$ cat src/rtl/core/assert_macros.svh
// assertion macros shared by sfe_framer and sfe_burst_buf
// relies on a clock named clk and an active-low reset named rst_n in the user
`ifndef ASSERT_MACROS_SVH
`define ASSERT_MACROS_SVH
`ifndef NO_ASSERTIONS
// expression must hold at every clock edge out of reset
`define SFE_ASSERT_ALWAYS(lbl, expr, msg) \
  lbl: assert property (@(posedge clk) disable iff (!rst_n) (expr)) else $error(msg);
// consequent must hold in the same cycle as the antecedent
`define SFE_ASSERT_IMPL(lbl, ante, cons, msg) \
  lbl: assert property (@(posedge clk) disable iff (!rst_n) (ante) |-> (cons)) else $error(msg);
// consequent must hold in the cycle after the antecedent
`define SFE_ASSERT_NEXT(lbl, ante, cons, msg) \
  lbl: assert property (@(posedge clk) disable iff (!rst_n) (ante) |=> (cons)) else $error(msg);
`else
`define SFE_ASSERT_ALWAYS(lbl, expr, msg)
`define SFE_ASSERT_IMPL(lbl, ante, cons, msg)
`define SFE_ASSERT_NEXT(lbl, ante, cons, msg)
`endif
`endif

$ cat src/rtl/core/sfe_pkg.sv
// shared types and constants of the serial frame encapsulator
// no dependencies
package sfe_pkg;

  localparam int unsigned MAX_BURST = 7;
  localparam int unsigned BURST_CNT_W = $clog2(MAX_BURST + 1);

  localparam logic [7:0] FIXED_START = 8'h10;
  localparam logic [7:0] HDR_SYNC    = 8'hAA;
  localparam logic [7:0] TRAILER     = 8'h55;
  localparam logic [8:0] FIXED_LEN_SHORT = 9'd5;
  localparam logic [8:0] FIXED_LEN_LONG  = 9'd6;
  localparam logic [8:0] VAR_LEN_OFFSET  = 9'd6;
  localparam logic [8:0] MAX_FRAME_LEN   = 9'd261;

  localparam logic OP_BYTE = 1'b0;
  localparam logic OP_TICK = 1'b1;

  localparam int unsigned CFG_IDX_W = 2;
  localparam int unsigned CFG_DATA_W = 16;
  localparam logic [CFG_IDX_W-1:0] CFG_PORT_NUMBER   = 2'd0;
  localparam logic [CFG_IDX_W-1:0] CFG_LONG_ADDRESS  = 2'd1;
  localparam logic [CFG_IDX_W-1:0] CFG_TIMEOUT_TICKS = 2'd2;
  localparam logic [15:0] TIMEOUT_RESET = 16'd5000;

  typedef struct packed {
    logic       op;
    logic [7:0] rx_byte;
  } in_item_t;

  typedef struct packed {
    logic [7:0] tx_byte;
    logic       last;
    logic       abort;
  } out_item_t;

  typedef struct packed {
    logic [7:0]  port_number;
    logic        long_address;
    logic [15:0] timeout_ticks;
  } cfg_t;

  typedef struct packed {
    logic [BURST_CNT_W-1:0]          count;
    out_item_t [MAX_BURST-1:0]       slot;
  } burst_t;

  function automatic out_item_t mk_item(input logic [7:0] b, input logic lst,
                                        input logic ab);
    out_item_t r;
    r.tx_byte = b;
    r.last    = lst;
    r.abort   = ab;
    return r;
  endfunction

endpackage

$ cat src/rtl/core/sfe_framer.sv
// frame tracking state and per-item burst generation
// depends on sfe_pkg and assert_macros.svh
`include "assert_macros.svh"

module sfe_framer (
  input  logic              clk,
  input  logic              rst_n,
  input  logic              accept,
  input  sfe_pkg::in_item_t item,
  input  sfe_pkg::cfg_t     cfg,
  output sfe_pkg::burst_t   burst
);

  logic [8:0]  byte_count_r, byte_count_nxt;
  logic [8:0]  total_r, total_nxt;
  logic [7:0]  held0_r, held0_nxt;
  logic [7:0]  held1_r, held1_nxt;
  logic [7:0]  sum_r, sum_nxt;
  logic [15:0] elapsed_r, elapsed_nxt;
  logic        fixed_r, fixed_nxt;

  logic [15:0] elapsed_inc;
  logic [8:0]  count_inc;
  logic [7:0]  sum_add;
  logic [7:0]  min_len;
  logic [8:0]  var_total;
  logic [8:0]  fix_total;
  logic [7:0]  b;

  always_comb begin
    b           = item.rx_byte;
    elapsed_inc = (elapsed_r == 16'hFFFF) ? elapsed_r : elapsed_r + 16'd1;
    count_inc   = byte_count_r + 9'd1;
    sum_add     = sum_r + b;
    min_len     = (held1_r < b) ? held1_r : b;
    var_total   = {1'b0, min_len} + sfe_pkg::VAR_LEN_OFFSET;
    fix_total   = cfg.long_address ? sfe_pkg::FIXED_LEN_LONG : sfe_pkg::FIXED_LEN_SHORT;

    byte_count_nxt = byte_count_r;
    total_nxt      = total_r;
    held0_nxt      = held0_r;
    held1_nxt      = held1_r;
    sum_nxt        = sum_r;
    elapsed_nxt    = elapsed_r;
    fixed_nxt      = fixed_r;
    burst          = '0;

    if (item.op == sfe_pkg::OP_TICK) begin
      if (byte_count_r != 9'd0) begin
        elapsed_nxt = elapsed_inc;
        if (elapsed_inc >= cfg.timeout_ticks) begin
          burst.slot[0] = sfe_pkg::mk_item(8'h00, 1'b1, 1'b1);
          burst.count   = 3'd1;
          byte_count_nxt = '0;
          total_nxt      = '0;
          held0_nxt      = '0;
          held1_nxt      = '0;
          sum_nxt        = '0;
          elapsed_nxt    = '0;
          fixed_nxt      = 1'b0;
        end
      end
    end else if (byte_count_r == 9'd0) begin
      elapsed_nxt    = '0;
      byte_count_nxt = 9'd1;
      if (b == sfe_pkg::FIXED_START) begin
        // fixed frame: length known from the first byte
        fixed_nxt     = 1'b1;
        total_nxt     = fix_total;
        burst.slot[0] = sfe_pkg::mk_item(sfe_pkg::HDR_SYNC, 1'b0, 1'b0);
        burst.slot[1] = sfe_pkg::mk_item(fix_total[7:0], 1'b0, 1'b0);
        burst.slot[2] = sfe_pkg::mk_item({7'd0, fix_total[8]}, 1'b0, 1'b0);
        burst.slot[3] = sfe_pkg::mk_item(cfg.port_number, 1'b0, 1'b0);
        burst.slot[4] = sfe_pkg::mk_item(b, 1'b0, 1'b0);
        burst.count   = 3'd5;
        sum_nxt       = fix_total[7:0] + {7'd0, fix_total[8]} + cfg.port_number + b;
      end else begin
        fixed_nxt = 1'b0;
        held0_nxt = b;
      end
    end else if (!fixed_r && byte_count_r == 9'd1) begin
      held1_nxt      = b;
      byte_count_nxt = 9'd2;
    end else if (!fixed_r && byte_count_r == 9'd2) begin
      // variable frame: length known at the third byte, flush the held pair
      total_nxt      = var_total;
      byte_count_nxt = 9'd3;
      burst.slot[0]  = sfe_pkg::mk_item(sfe_pkg::HDR_SYNC, 1'b0, 1'b0);
      burst.slot[1]  = sfe_pkg::mk_item(var_total[7:0], 1'b0, 1'b0);
      burst.slot[2]  = sfe_pkg::mk_item({7'd0, var_total[8]}, 1'b0, 1'b0);
      burst.slot[3]  = sfe_pkg::mk_item(cfg.port_number, 1'b0, 1'b0);
      burst.slot[4]  = sfe_pkg::mk_item(held0_r, 1'b0, 1'b0);
      burst.slot[5]  = sfe_pkg::mk_item(held1_r, 1'b0, 1'b0);
      burst.slot[6]  = sfe_pkg::mk_item(b, 1'b0, 1'b0);
      burst.count    = 3'd7;
      sum_nxt        = var_total[7:0] + {7'd0, var_total[8]} + cfg.port_number
                       + held0_r + held1_r + b;
    end else begin
      burst.slot[0] = sfe_pkg::mk_item(b, 1'b0, 1'b0);
      if (count_inc >= total_r) begin
        burst.slot[1]  = sfe_pkg::mk_item(sum_add, 1'b0, 1'b0);
        burst.slot[2]  = sfe_pkg::mk_item(sfe_pkg::TRAILER, 1'b1, 1'b0);
        burst.count    = 3'd3;
        byte_count_nxt = '0;
        total_nxt      = '0;
        held0_nxt      = '0;
        held1_nxt      = '0;
        sum_nxt        = '0;
        elapsed_nxt    = '0;
        fixed_nxt      = 1'b0;
      end else begin
        burst.count    = 3'd1;
        byte_count_nxt = count_inc;
        sum_nxt        = sum_add;
      end
    end
  end

  always_ff @(posedge clk) begin
    if (!rst_n) begin
      byte_count_r <= '0;
      total_r      <= '0;
      held0_r      <= '0;
      held1_r      <= '0;
      sum_r        <= '0;
      elapsed_r    <= '0;
      fixed_r      <= 1'b0;
    end else if (accept) begin
      byte_count_r <= byte_count_nxt;
      total_r      <= total_nxt;
      held0_r      <= held0_nxt;
      held1_r      <= held1_nxt;
      sum_r        <= sum_nxt;
      elapsed_r    <= elapsed_nxt;
      fixed_r      <= fixed_nxt;
    end
  end

  `SFE_ASSERT_IMPL(a_idle_clean, byte_count_r == 9'd0, sum_r == 8'd0 && !fixed_r && elapsed_r == 16'd0, "idle state not clean")
  `SFE_ASSERT_IMPL(a_fixed_len, fixed_r, total_r == sfe_pkg::FIXED_LEN_SHORT || total_r == sfe_pkg::FIXED_LEN_LONG, "fixed frame length out of set")
  `SFE_ASSERT_ALWAYS(a_len_range, total_r <= sfe_pkg::MAX_FRAME_LEN, "frame length too large")

endmodule

$ cat src/rtl/core/sfe_burst_buf.sv
// result register holding one item's burst and shifting it out byte by byte
// depends on sfe_pkg and assert_macros.svh
`include "assert_macros.svh"

module sfe_burst_buf (
  input  logic                clk,
  input  logic                rst_n,
  input  logic                load,
  input  sfe_pkg::burst_t     burst,
  output logic                free,
  output logic                out_valid,
  input  logic                out_stall,
  output sfe_pkg::out_item_t  out_data
);

  logic [sfe_pkg::BURST_CNT_W-1:0]             count_r, count_nxt;
  sfe_pkg::out_item_t [sfe_pkg::MAX_BURST-1:0] slot_r, slot_nxt;
  logic take;

  assign out_valid = (count_r != '0);
  assign out_data  = slot_r[0];
  assign take      = out_valid && !out_stall;
  // room for the next burst when empty or once the final byte leaves
  assign free      = (count_r == '0) || (count_r == 3'd1 && take);

  always_comb begin
    count_nxt = count_r;
    slot_nxt  = slot_r;
    if (load) begin
      count_nxt = burst.count;
      slot_nxt  = burst.slot;
    end else if (take) begin
      count_nxt = count_r - 3'd1;
      for (int i = 0; i < sfe_pkg::MAX_BURST - 1; i++) begin
        slot_nxt[i] = slot_r[i+1];
      end
      slot_nxt[sfe_pkg::MAX_BURST-1] = '0;
    end
  end

  always_ff @(posedge clk) begin
    if (!rst_n) begin
      count_r <= '0;
    end else begin
      count_r <= count_nxt;
    end
  end

  always_ff @(posedge clk) begin
    slot_r <= slot_nxt;
  end

  `SFE_ASSERT_ALWAYS(a_count_max, count_r <= 3'd7, "burst count overflow")
  `SFE_ASSERT_NEXT(a_drain, take && !load, count_r == $past(count_r) - 3'd1, "burst did not drain by one")

endmodule

$ cat src/rtl/core/serial_frame_encapsulator_unit.sv
// top level of the serial frame encapsulator: config registers, framer, burst buffer
// depends on sfe_pkg, sfe_framer, sfe_burst_buf
//
//  channel | ports                          | moves
//  --------+--------------------------------+------------------------------------
//  input   | in_valid, in_stall, in_data    | one item: received byte or tick
//  result  | out_valid, out_stall, out_data | one wrapped byte, trailer or abort
//  config  | cfg_we, cfg_index, cfg_wdata   | register write, no read-back
//
// the framer turns each item that is taken into a burst of zero to seven result items
// that the burst buffer hands out one per cycle while the result side does not stall
// the next item is taken in the same cycle as the final result item of the previous burst
// reset is synchronous, active low: framer goes idle, buffer empties, config returns to defaults
// a stall on the result side holds the buffer and, through in_stall, the input side

module serial_frame_encapsulator_unit (
  input  logic                                clk,
  input  logic                                rst_n,
  input  logic                                in_valid,
  output logic                                in_stall,
  input  sfe_pkg::in_item_t                   in_data,
  output logic                                out_valid,
  input  logic                                out_stall,
  output sfe_pkg::out_item_t                  out_data,
  input  logic                                cfg_we,
  input  logic [sfe_pkg::CFG_IDX_W-1:0]       cfg_index,
  input  logic [sfe_pkg::CFG_DATA_W-1:0]      cfg_wdata
);

  sfe_pkg::cfg_t   cfg_r, cfg_nxt;
  sfe_pkg::burst_t burst;
  logic            free;
  logic            accept;

  // config register file, writes beyond the list are dropped
  always_comb begin
    cfg_nxt = cfg_r;
    if (cfg_we) begin
      case (cfg_index)
        sfe_pkg::CFG_PORT_NUMBER:   cfg_nxt.port_number   = cfg_wdata[7:0];
        sfe_pkg::CFG_LONG_ADDRESS:  cfg_nxt.long_address  = cfg_wdata[0];
        sfe_pkg::CFG_TIMEOUT_TICKS: cfg_nxt.timeout_ticks = cfg_wdata[15:0];
        default:                    cfg_nxt = cfg_r;
      endcase
    end
  end

  always_ff @(posedge clk) begin
    if (!rst_n) begin
      cfg_r.port_number   <= '0;
      cfg_r.long_address  <= 1'b0;
      cfg_r.timeout_ticks <= sfe_pkg::TIMEOUT_RESET;
    end else begin
      cfg_r <= cfg_nxt;
    end
  end

  // input side is held off while the buffer is not free: more than its last item left, or that item stalled
  assign in_stall = !free;
  assign accept   = in_valid && free;

  sfe_framer u_framer (
    .clk    (clk),
    .rst_n  (rst_n),
    .accept (accept),
    .item   (in_data),
    .cfg    (cfg_r),
    .burst  (burst)
  );

  sfe_burst_buf u_buf (
    .clk       (clk),
    .rst_n     (rst_n),
    .load      (accept),
    .burst     (burst),
    .free      (free),
    .out_valid (out_valid),
    .out_stall (out_stall),
    .out_data  (out_data)
  );

endmodule

$ cat config.mk
export PLATFORM = sky130hd
export DESIGN_NAME = serial_frame_encapsulator_unit
export DESIGN_NICKNAME = d
export VERILOG_FILES = /design/src/rtl/core/sfe_pkg.sv /design/src/rtl/core/sfe_framer.sv /design/src/rtl/core/sfe_burst_buf.sv /design/src/rtl/core/serial_frame_encapsulator_unit.sv
export VERILOG_INCLUDE_DIRS = /design/src /design/src/rtl/core
export SDC_FILE = /design/constraint.sdc
export NUM_CORES = 1
export LEC_CHECK = 0
export BUFFER_PORTS_ARGS = -buffer_cell sky130_fd_sc_hd__buf_2
export CORE_MARGIN = 2
export CORE_UTILIZATION = 52
export DETAILED_ROUTE_END_ITERATION = 8
export GPL_ROUTABILITY_DRIVEN = 1
export GPL_TIMING_DRIVEN = 0
export PLACE_DENSITY = 0.75
export RECOVER_POWER = 50
export SLEW_MARGIN = 10
export SYNTH_ARGS = -nofsm -noshare
export SYNTH_HDL_FRONTEND = slang
export SYNTH_SLANG_ARGS = --single-unit
$ cat constraint.sdc
create_clock -name clk -period 17.2 [get_ports clk]
set_input_delay 3.44 -clock clk [delete_from_list [all_inputs] [get_ports clk]]
set_output_delay 3.44 -clock clk [all_outputs]
set_load 0.01 [all_outputs]
Yosys cells after proc, flatten, opt, wreduce, memory -nomap -nowiden --
Index checks and enable logic that the tools add are counted.
Word-level totals: register bits 157, input bits 32, output and inout bits 12
Operators by class: $add $sub $neg 13, order comparisons 3, eq/ne operators 15, multiplexer cells 70, reduce and logical (&&, ||, !) cells 28
Operators by type and width (number):
- two-way mux 8 bit | 18
- two-way mux 70 bit | 2
- two-way mux 16 bit | 8
- two-way mux 9 bit | 13
- two-way mux 50 bit | 2
- two-way mux 73 bit | 1
- two-way mux 60 bit | 1
- adder 8 bit | 7
- two-way mux 40 bit | 1
- two-way mux 30 bit | 1
- two-way mux 3 bit | 7
- two-way mux 10 bit | 2
- two-way mux 20 bit | 1
- two-way mux 19 bit | 1
- AND reduction 6 bit | 3
- adder 16 x 1 -> 16 bit (second input constant) | 1
- == test 16 bit (second input constant) | 1
- >= comparator 16 bit | 1
- AND reduction 5 bit | 2
- adder 8 x 3 -> 9 bit (second input constant) | 1
- adder 9 x 1 -> 9 bit (second input constant) | 1
- == test 9 x 1 -> 1 bit (second input constant) | 1
- == test 9 x 2 -> 1 bit (second input constant) | 1
- >= comparator 9 bit | 1
- other kinds (27) | 51

Depth between registers and ports, before layout --
word-level depth 12, mapped depth 24, gate-level depth less buffers 23

Modules after synthesis --
From an unflattened synthesis, not the netlist that was laid out.
Unflattened totals: cell total of the unflattened synthesis 1101, area, all modules 10642.7 µm²
By module, submodules not included:
- sfe_framer | times used 1, cells an instance 809, area an instance 6404.9 µm², sequential area each 1181.1 µm²
- sfe_burst_buf | times used 1, cells an instance 187, area an instance 3230.6 µm², sequential area each 2162.1 µm²
- serial_frame_encapsulator_unit | times used 1, cells an instance 105, area an instance 1007.2 µm², sequential area each 500.5 µm²

Worst setup path before layout --
Ideal clock, no wire load.
path type input -> register, start point in in_data[1] (netlist name), end point reg u_framer.sum_r[7], setup time 101 ps, arrival time 8145 ps, path slack 8954 ps, stages 22, path buffers 2, cell sequence clkbuf_1 > inv_1 > ha_1 > o21ai_0 > o21ai_0 > a21oi_1 > clkbuf_1 > a31oi_1 > inv_1 > fa_1 > fa_1 > inv_1 > fa_1 > inv_1 > ha_1 > nor2b_1 > o31a_1 > o21a_1 > nor2_1 > xnor3_1 > nor2b_1 > o41ai_1
On the way: word-level cells in the longest chain between the ends 12, elaborated cells between the ends (all ways) 19, classes of those cells add/sub (8); order compare (1); eq/ne (2); mux (7); reduce/logical (1)
RTL lines:
- start, declared | line serial_frame_encapsulator_unit.sv:21 | input sfe_pkg::in_item_t in_data,
- less-than comparator 8 bit | line sfe_framer.sv:35 | min_len = (held1_r < b) ? held1_r : b;
- two-way mux 8 bit | line sfe_framer.sv:35
- adder 8 x 3 -> 9 bit | line sfe_framer.sv:36 | var_total = {1'b0, min_len} + sfe_pkg::VAR_LEN_OFFSET;
- adder 8 x 1 -> 8 bit | line sfe_framer.sv:96 | sum_nxt = var_total[7:0] + {7'd0, var_total[8]} + cfg.port_number
- adder 8 bit | line sfe_framer.sv:96
- adder 8 bit (3 in a row) | line sfe_framer.sv:97 | + held0_r + held1_r + b;
- two-way mux 8 bit | line sfe_framer.sv:84 | end else if (!fixed_r && byte_count_r == 9'd2) begin
- two-way mux 8 bit | line sfe_framer.sv:81 | end else if (!fixed_r && byte_count_r == 9'd1) begin
- two-way mux 8 bit | line sfe_framer.sv:63 | end else if (byte_count_r == 9'd0) begin
- two-way mux 8 bit | line sfe_framer.sv:48 | if (item.op == sfe_pkg::OP_TICK) begin
- end signal, assigned | line sfe_framer.sv:133 | sum_r <= sum_nxt;
- end, declared | line sfe_framer.sv:18 | logic [7:0] sum_r, sum_nxt;
Several ways; a longest one is shown, not always the timed one. The select of a mux whose other input is x is not followed. A chain may end at the register's enable or synchronous reset.

Worst setup path after layout --
start point in in_data[1] (netlist name), end point reg u_framer.sum_r[6]
The elaborated chain is that of the path after synthesis.

==> results.txt <==
The share of post-route cells with drive strength above 1 came out at 0.0940. The detailed-router iteration count before antenna repair is 5. The maximum achievable frequency is 108 MHz. The DRC violation count after routing came out at 0.

The worst hold-check path type is reg -> reg. The highest net fanout along the worst path is 10. After synthesis the cells add up to 9370 um2. CTS built an H-tree with a depth of 4.

The die outline height is 138 um. Port buffering added 41 buffers. The number of vias per cell is 6.03. The starting density of the core came out at 0.525. The part of the cycle the worst path needs is 0.537. For the worst setup path, the data required time is 17520 ps. The path depth of the worst reg2reg path came out at 19. The post-CTS setup repair buffer count is 0.

The cell type with the largest total area after synthesis is sky130_fd_sc_hd__edfxtp_1. The clock period minus final worst setup slack is 9230 ps. The netlist uses 74 different library cells. Counting every net in the synthesized netlist gives 1124.

Sorting the synthesized cells by how often they occur yields sky130_fd_sc_hd__nand2_1, sky130_fd_sc_hd__dfxtp_1, sky130_fd_sc_hd__inv_1. The worst register-to-register path ends at u_framer.sum_r[6]$_SDFFE_PN0P_. The post-synthesis instance total came out at 1002.

The leakage component of the power came out at 4.36 nW. In this design, the largest share of critical-path delay is due to adder cells. The floorplan step defined a die boundary enclosing 19100 um2. The leading register cell type out of synthesis is sky130_fd_sc_hd__dfxtp_1. The synthesis-stage register bit count is 147. The register area share after synthesis is 0.378.

The via count of the first global-routing pass came out at 7492. Sorting the synthesized cells by area gives the leading types as sky130_fd_sc_hd__edfxtp_1, sky130_fd_sc_hd__dfxtp_1, sky130_fd_sc_hd__ha_1, sky130_fd_sc_hd__fa_1, sky130_fd_sc_hd__nand2_1. The number of stages on the worst setup path came out at 22. Along the worst hold path, the cell count comes to 2. The area of placed instances came out at 9870 um2. The headroom to the max-slew limit came out at -0.254.

The number of hold-repair buffers added at the cts stage is 0. The maximum VDD drop came out at 117 uV. The TritonCTS buffer count is 17.

The worst setup path is launched from an input pin. Setup repair after global routing left no endpoint under its margin. On the worst path, the slowest cell contributes a delay of 570 ps. The maximum number of pins on one net before global-route repair is 66.

The number of buffers and inverters on the critical path is 6. The worst clock skew is 7.73 ps. The worst hold path terminates at cfg_r[13]$_SDFFE_PN0P_. The final layout contains 1184 nets. The total negative setup slack is 0 ps. The setup path with the least slack is of type in -> reg. The first-pass GRT wire length came out at 39800 um. The checks that failed: max-capacitance violations, max-slew violations. The final antenna-violating net count came out at 0.

The post-CTS resize count came out at 0. The number of sinks driven by the clock tree came out at 147. For the worst setup path, the data arrival time is 9560 ps. Among all cell types in the netlist, the one instantiated most often is sky130_fd_sc_hd__nand2_1. From synthesis to final layout, the design area changed by 11.7%. The horizontal extent of the die is 138 um. The worst register-to-register path has a setup slack of 11210 ps.

The largest individual stage delay along the critical path comes from the cell sky130_fd_sc_hd__a21oi_1. The clock slew at the register clock pins of the worst setup and hold paths is 60 ps. The number of max-slew violations in the final report is 10.

TritonCTS built the clock tree. The longest clock path from root to sink contains 2 buffers. Routability-driven placement finished with a final weighted congestion of 0.955. The ratio of total power to cell area came out at 123 nW/um2. The Yosys step of the flow raised 0 warnings.

The total of fill cells in the finished design came out at 1570. The slew at the pin with the worst max-slew slack is 1860 ps. The total wire length is 25000 um.

Counting flops with an async set or reset pin after synthesis yields a share of 0. The core area came out at 17800 um2. The clock latency on the worst-skew pair came out at 440 ps. The number of synthesized flops with an enable pin came out at 60. After global routing the overflow that remains totals 0. In the final routed layout, each cell accounts on average for 19.2 um. The average cell area after synthesis is 9.35 um2. STA classifies the critical path endpoint as a flip-flop. In the global route stage, overall resource usage came out at 0.265. The final design area excluding fillers is 10500 um2. Walking the worst path, the cells encountered are buf_2 -> clkbuf_1 -> inv_1 -> ha_1 -> o21ai_0 -> o21ai_0 -> a21oi_1 -> clkbuf_1 -> mux2i_1 -> fa_1 -> fa_1 -> inv_1 -> fa_1 -> inv_1 -> ha_1 -> a21o_1 -> a21oi_1 -> o21ai_0 -> xor2_1 -> a21oi_1 -> o31ai_1 -> a32o_1. Of the post-synthesis cell area, the dominant cell type holds 0.192. The number of antenna violations at the first check in global routing came out at 0. The CTS root buffer is sky130_fd_sc_hd__clkbuf_16. The hold path startpoint is cfg_r[13]$_SDFFE_PN0P_. The routed layout has 7875 vias. The number of endpoints with negative hold slack in the final report is 0. After the first detailed-routing iteration, the DRC count stood at 637. Max-cap violations in this run came to 1.

The sum of net half-perimeters after detailed placement came out at 18800 um. The number of placed I/O pins came out at 44. The flow ran to the end, but the final reports show violations. The number of setup violations in the final report came out at 0. The worst register-to-register path begins at u_framer.held1_r[1]$_SDFFE_PN0P_. The total number of placement rows came out at 49. The first element of the critical path is in_data[1].
final cells by class:
cell class / count / area, um2 / share of cell area
antenna: 1 / 2.50 / 0.000239
buffer: 57 / 263 / 0.0251
clock buffer: 17 / 425 / 0.0406
clock inverter: 15 / 205 / 0.0196
inverter: 82 / 308 / 0.0294
multi-input combinational: 716 / 5250 / 0.501
sequential: 147 / 3540 / 0.338
tap: 229 / 287 / 0.0274
timing repair buffer: 41 / 190 / 0.0182
state kept, by name, indices dropped and copies added, names as in the netlist:
name	flops
u_framer.elapsed_r	16
u_buf.out_data	10
u_buf.slot_r	50
u_framer.held1_r	8
u_framer.sum_r	8
u_framer.total_r	9
u_buf.count_r	3
u_framer.byte_count_r	9
u_framer.held0_r	8
u_framer.fixed_r	1
cfg_r	25
cells in the final DEF (no fill, tap or decap), types with 19 or more instances in the layout:
master	instances
sky130_fd_sc_hd__buf_2	35
sky130_fd_sc_hd__clkbuf_1	51
sky130_fd_sc_hd__dfxtp_1	87
sky130_fd_sc_hd__nor2_1	56
sky130_fd_sc_hd__nand2_1	112
sky130_fd_sc_hd__edfxtp_1	60
sky130_fd_sc_hd__fa_1	24
sky130_fd_sc_hd__nand3_1	20
sky130_fd_sc_hd__inv_1	80
sky130_fd_sc_hd__mux2i_1	23
sky130_fd_sc_hd__a21oi_1	66
sky130_fd_sc_hd__ha_1	66
sky130_fd_sc_hd__a32o_1	20
sky130_fd_sc_hd__xnor2_1	32
sky130_fd_sc_hd__a22o_1	29
sky130_fd_sc_hd__o21ai_0	53
sky130_fd_sc_hd__xor2_1	19
worst max-delay path by stage:
stage	endpoint
floorplan	u_framer.sum_r[7]$_SDFFE_PN0P_
global placement	u_framer.sum_r[7]$_SDFFE_PN0P_
detailed placement	u_framer.sum_r[7]$_SDFFE_PN0P_
CTS	u_framer.sum_r[6]$_SDFFE_PN0P_
global route	u_framer.sum_r[7]$_SDFFE_PN0P_
finish	u_framer.sum_r[6]$_SDFFE_PN0P_
metrics by stage:
step / instances / hold slack [ps] / power [W] / util / setup slack, ps
floorplan: 1002 / 435 / 0.000779 / - / 8950
global placement: 1272 / 443 / 0.000883 / 0.553 / 7730
detailed placement: 1272 / 447 / 0.000890 / 0.553 / 7680
CTS: 1304 / 456 / 0.00129 / 0.589 / 8070
global route: 1304 / 468 / 0.00134 / 0.587 / 7730
finish: 1305 / 455 / 0.00128 / 0.587 / 7970
layer usage:
| layer | wire [um] | vias to the layer above | global-route usage | part of all wire |
|---|---|---|---|---|
| met1 | 10700 | 3807 | 0.357 | 0.43 |
| met5 | 0 | - | 0 | 0 |
| met3 | 1940 | 56 | 0.0506 | 0.078 |
| li1 | - | 3707 | - | - |
| met4 | 842 | 0 | 0.117 | 0.034 |
| met2 | 11500 | 305 | 0.418 | 0.46 |
tightest hold or removal path: cells and delay by family (launching register included):
family	cells	cell delay [ps]
simple gates	1	50
flops	1	310
compound gates	1	50
cells by family (layout without fill, tap and decap cells):
kind of cell	after synthesis	in the layout	share of synthesized area
simple gates	293	293	0.157
compound gates	254	254	0.185
flops	147	147	0.378
buf+inv	139	212	0.0613
fa+ha+maj	90	90	0.139
xor+xnor	52	52	0.0501
mux	27	27	0.0294
other cells	0	1	0
report_power, final:
| group | switching [W] | leakage [nW] | internal [W] |
|---|---|---|---|
| clock | 0.000157 | 0.306 | 0.000244 |
| sequential | 0.0000314 | 1.31 | 0.000491 |
| combinational | 0.000227 | 2.75 | 0.000134 |
| total | 0.000415 | 4.36 | 0.000869 |
Power figures use the tool's default switching activity.
